`config.mk`:
```
export PLATFORM = sky130hd
export DESIGN_NAME = scp_fifo
export DESIGN_NICKNAME = d
export VERILOG_FILES = /design/src/rtl/scp_pkg.sv /design/src/rtl/scp_fifo.sv
export SDC_FILE = /design/constraint.sdc
export NUM_CORES = 1
export LEC_CHECK = 0
export BUFFER_PORTS_ARGS = -buffer_cell sky130_fd_sc_hd__buf_4
export CORE_MARGIN = 3
export CORE_UTILIZATION = 51
export DETAILED_ROUTE_END_ITERATION = 10
export PLACE_DENSITY_LB_ADDON = 0.12
export SYNTH_ARGS = -nofsm -noshare
export SYNTH_HDL_FRONTEND = slang
export SYNTH_SLANG_ARGS = --single-unit
```
`constraint.sdc`:
```
create_clock -name i_clk -period 4.4 [get_ports i_clk]
set_input_delay 0.22 -clock i_clk [delete_from_list [all_inputs] [get_ports i_clk]]
set_output_delay 0.22 -clock i_clk [all_outputs]
set_load 0.02 [all_outputs]
```
`src/rtl/scp_pkg.sv`:
```
`timescale 1ns / 1ps
package scp_pkg;

    localparam int POS_W      = 24;
    localparam int VEC_W      = 18;
    localparam int DIFF_W     = 25;
    localparam int PROD_W     = 43;
    localparam int TN_W       = 44;
    localparam int S_W        = 45;
    localparam int SMAG_W     = 44;
    localparam int YMAG_W     = 43;
    localparam int DETP_W     = 36;
    localparam int DET_W      = 37;
    localparam int DMAG_W     = 36;
    localparam int COL_W      = 12;
    localparam int SWID_W     = 12;
    localparam int HALF_W     = 11;
    localparam int TW_W       = 13;
    localparam int CEN_W      = 42;
    localparam int CEN_SH     = 40;
    localparam int CTR_W      = 16;
    localparam int ROW_W      = 12;
    localparam int CFG_W      = 24;
    localparam int FIFO_DEPTH = 4;

    typedef enum logic [2:0] {
        REG_EYE_X,
        REG_EYE_Y,
        REG_VIEW_DIR_X,
        REG_VIEW_DIR_Y,
        REG_PLANE_X,
        REG_PLANE_Y,
        REG_SCREEN_WIDTH,
        REG_TEXTURE_WIDTH
    } t_reg_idx;

    typedef struct packed {
        logic [POS_W-1:0]  eye_x;
        logic [POS_W-1:0]  eye_y;
        logic [VEC_W-1:0]  dir_x;
        logic [VEC_W-1:0]  dir_y;
        logic [VEC_W-1:0]  plane_x;
        logic [VEC_W-1:0]  plane_y;
        logic [SWID_W-1:0] screen_width;
        logic [TW_W-1:0]   texture_width;
    } t_cfg;

    typedef struct packed {
        logic [SMAG_W-1:0] s_mag;
        logic              neg;
        logic [YMAG_W-1:0] yn_mag;
        logic [DMAG_W-1:0] det_mag;
        logic [POS_W-1:0]  dep;
        logic [COL_W-1:0]  col;
        logic              fault;
    } t_item;

    typedef struct packed {
        logic [COL_W-1:0] col;
        logic             neg;
        logic             fault;
    } t_tag_a;

    typedef struct packed {
        logic [CTR_W-1:0] centre;
        logic [ROW_W-1:0] top;
        logic [ROW_W-1:0] bot;
        logic             fault;
        logic             neg;
    } t_tag_b;

endpackage

```
`src/rtl/scp_fifo.sv`:
```
`timescale 1ns / 1ps
module scp_fifo (
    input  logic           i_clk,
    input  logic           i_rst_n,
    input  logic           i_push,
    input  scp_pkg::t_item i_item,
    output logic           o_full,
    input  logic           i_pop,
    output scp_pkg::t_item o_item,
    output logic           o_empty
);
    import scp_pkg::*;

    localparam int PTR_W = $clog2(FIFO_DEPTH);

    t_item            r_mem [FIFO_DEPTH];
    logic [PTR_W-1:0] r_wr, n_wr;
    logic [PTR_W-1:0] r_rd, n_rd;
    logic [PTR_W:0]   r_cnt, n_cnt;

    always_comb begin
        n_wr  = i_push ? r_wr + 1'b1 : r_wr;
        n_rd  = i_pop ? r_rd + 1'b1 : r_rd;
        n_cnt = r_cnt + {{PTR_W{1'b0}}, i_push} - {{PTR_W{1'b0}}, i_pop};
    end

    always_ff @(posedge i_clk) begin
        if (!i_rst_n) begin
            r_wr  <= '0;
            r_rd  <= '0;
            r_cnt <= '0;
        end else begin
            r_wr  <= n_wr;
            r_rd  <= n_rd;
            r_cnt <= n_cnt;
        end
    end

    always_ff @(posedge i_clk) begin
        if (i_push) begin
            r_mem[r_wr] <= i_item;
        end
    end

    assign o_item  = r_mem[r_rd];
    assign o_full  = (r_cnt == (PTR_W+1)'(FIFO_DEPTH));
    assign o_empty = (r_cnt == '0);
endmodule

```
==> metrics <==
CP dominant cell by count buf_4; post-synthesis cell area 23,650 µm²; initial antenna violation count 4; global-route wire length before repair 73.54 mm; Initial Utilization 51.89%; clock buffer depth 3; Crit path required time 4.18 ns; Worst Path Max Fanout 43; row count 78; Num CTS Buffers 67; status finished clean; Cell Pwr Density 464.9 nW/µm²; post-cts sizing count 0; chip width 221.3 µm; Detailed Place HPWL 27.75 mm; register area share after synthesis 82.54%; clk slew on worst S/H paths 0.06 ns; worst-margin pin slew 1.015 ns; Area Growth Syn to Fin 29.53%; Synth area leaders edfxtp_1, mux4_2, dfxtp_1; Synth Instances 884; CTS tree done; DR iter-0 viols 650; synth warn 0; Final Util 67.21%; total negative slack 0 ns; Most used DFF post-synth edfxtp_1; Placer Congestion 0.7062; largest net degree at the start of global routing 146; nets@finish 1,607; fin crit period 2.977 ns; max-cap violation count 0; synthesized area per cell 26.75 µm²; layout cell share with drive strength beyond 1 41.31%; port buffer count 327; die area 48,990 µm²; flops & latches, synth 653; post-DR vias/cell 5.387; Setup Crit Path Kind reg -> out; CP Data Arrival Time 2.76 ns; Worst path max stage delay 0.97 ns; placed inst area 26,930 µm²; later-pin clock latency in the skew report 0.57 ns; setup violators final 0; fin crit share 67.66%; TritonCTS sink count 653; Antenna Nets Post-Route 0; Final Slew Violations 0; CP cell instances buf_4 > mux4_2 > buf_4; Fin. Hold Viols 0; LEAKAGE 0.01045 µW; Power, Total 14,240 µW; IO Pins 328; max frequency 335.9 MHz; CP max-delay cell dfxtp_4; DRT Pass-1 Iters 5; RSZ-0062 raised after global routing no; most frequent cell after synthesis edfxtp_1; core box area 45,580 µm²; GRT overflow 0; drt wl/cell 22.68 µm; Post-synth EDFFs 644; Final Skew 0.009086 ns; Crit path max-delay family flip-flops; Synth Net Count 1,056; area leader, netlist edfxtp_1; Async S/R FF share, synth 0%; final WL 47.25 mm; # DRC 0; Buf/Inv on CP 2; via count 11,220; CTS Root Cell clkbuf_16; Slew Limit Headroom 32.36%; Critical Path Start Type flip-flop; Die H 221.3 µm; vias in the first global route 12,400; GRT Total Usage 19.72%; Post-synth top cells edfxtp_1, mux4_2, buf_2; htree depth 3; # Post-CTS Setup Buffers 0; Hold Buf Count CTS 164; Hold Path Class in -> reg; final instance area 30,630 µm²; VDD IR max 0.0004708 V; Yosys top cell area share 81.78%; Netlist cell types 19; CP Capture Type output pin
## layer usage
| metal | part of all wire (%) | vias to the layer above | global-route usage [%] |
|---|---|---|---|
| met3 | 6.3 | 59 | 5.227 |
| li1 | - | 4943 | - |
| met5 | 0 | - | 0 |
| met1 | 41 | 5915 | 26.06 |
| met4 | 2.0 | 0 | 6.336 |
| met2 | 51 | 305 | 32.51 |
## where the power goes
group          switching, µW  internal [µW]
registers               92.6           7150
clock network           2140           3110
logic                    901            847
## cell type report
type / count / area (µm²)
Inverter: 7 / 26.28
Antenna cell: 4 / 10.01
Multi-Input combinational cell: 188 / 3872
Sequential cell: 653 / 19530
Timing Repair Buffer: 518 / 4399
Clock inverter: 26 / 167.7
Fill cell: 2861 / 14940
Clock buffer: 87 / 1879
Tap cell: 600 / 750.7
## state kept, by name, summed over array words and instances (netlist names), named ones only
signal  count
r_rd        2
r_cnt       3
r_wr        2
r_mem     644
## stage by stage
step | setup WS (ns) | hold slack, ns | cells
2_1_floorplan | 1.441 | 0.3189 | 884
3_3_place_gp | 1.912 | 0.4198 | 1802
3_5_place_dp | 1.901 | 0.4220 | 1802
4_1_cts | 1.272 | 0.3397 | 2079
5_1_grt | 1.171 | 0.3612 | 2082
6_report | 1.423 | 0.3901 | 2083
## placed cells by master, fill, tap and decap left out, types with 2 or more instances in the layout
cell	n
and2_1	2
and2_4	4
buf_12	8
buf_4	346
bufinv_16	2
clkbuf_1	14
clkbuf_16	73
clkinv_1	10
clkinv_2	14
dfxtp_1	7
dfxtp_4	2
diode_2	4
dlygate4sd3_1	164
edfxtp_1	644
ha_1	6
inv_1	7
mux4_2	161
nor2_1	5
xnor2_1	2
## cells by family after synthesis
| family | share of synthesized area, % |
|---|---|
| multiplexers | 15.38 |
| AND/OR/NAND/NOR | 0.3175 |
| AO/OA/AOI/OAI | 0.06347 |
| buffers and inverters | 1.127 |
| adder cells (fa/ha/maj) | 0.4021 |
| flip-flops | 82.54 |
| XOR/XNOR | 0.1746 |
## worst paths after layout
kind         startpoint            to  slack, ns  depth (start not counted)
max           flip-flop    o_item[56]       1.42                          3
min          i_item[65]  r_mem[0][65]       0.39                          2
max reg2reg     r_wr[0]  r_mem[1][91]       2.23                          3
min reg2reg     r_rd[0]     flip-flop       0.56                          2
(Power assumes the default switching activity.)
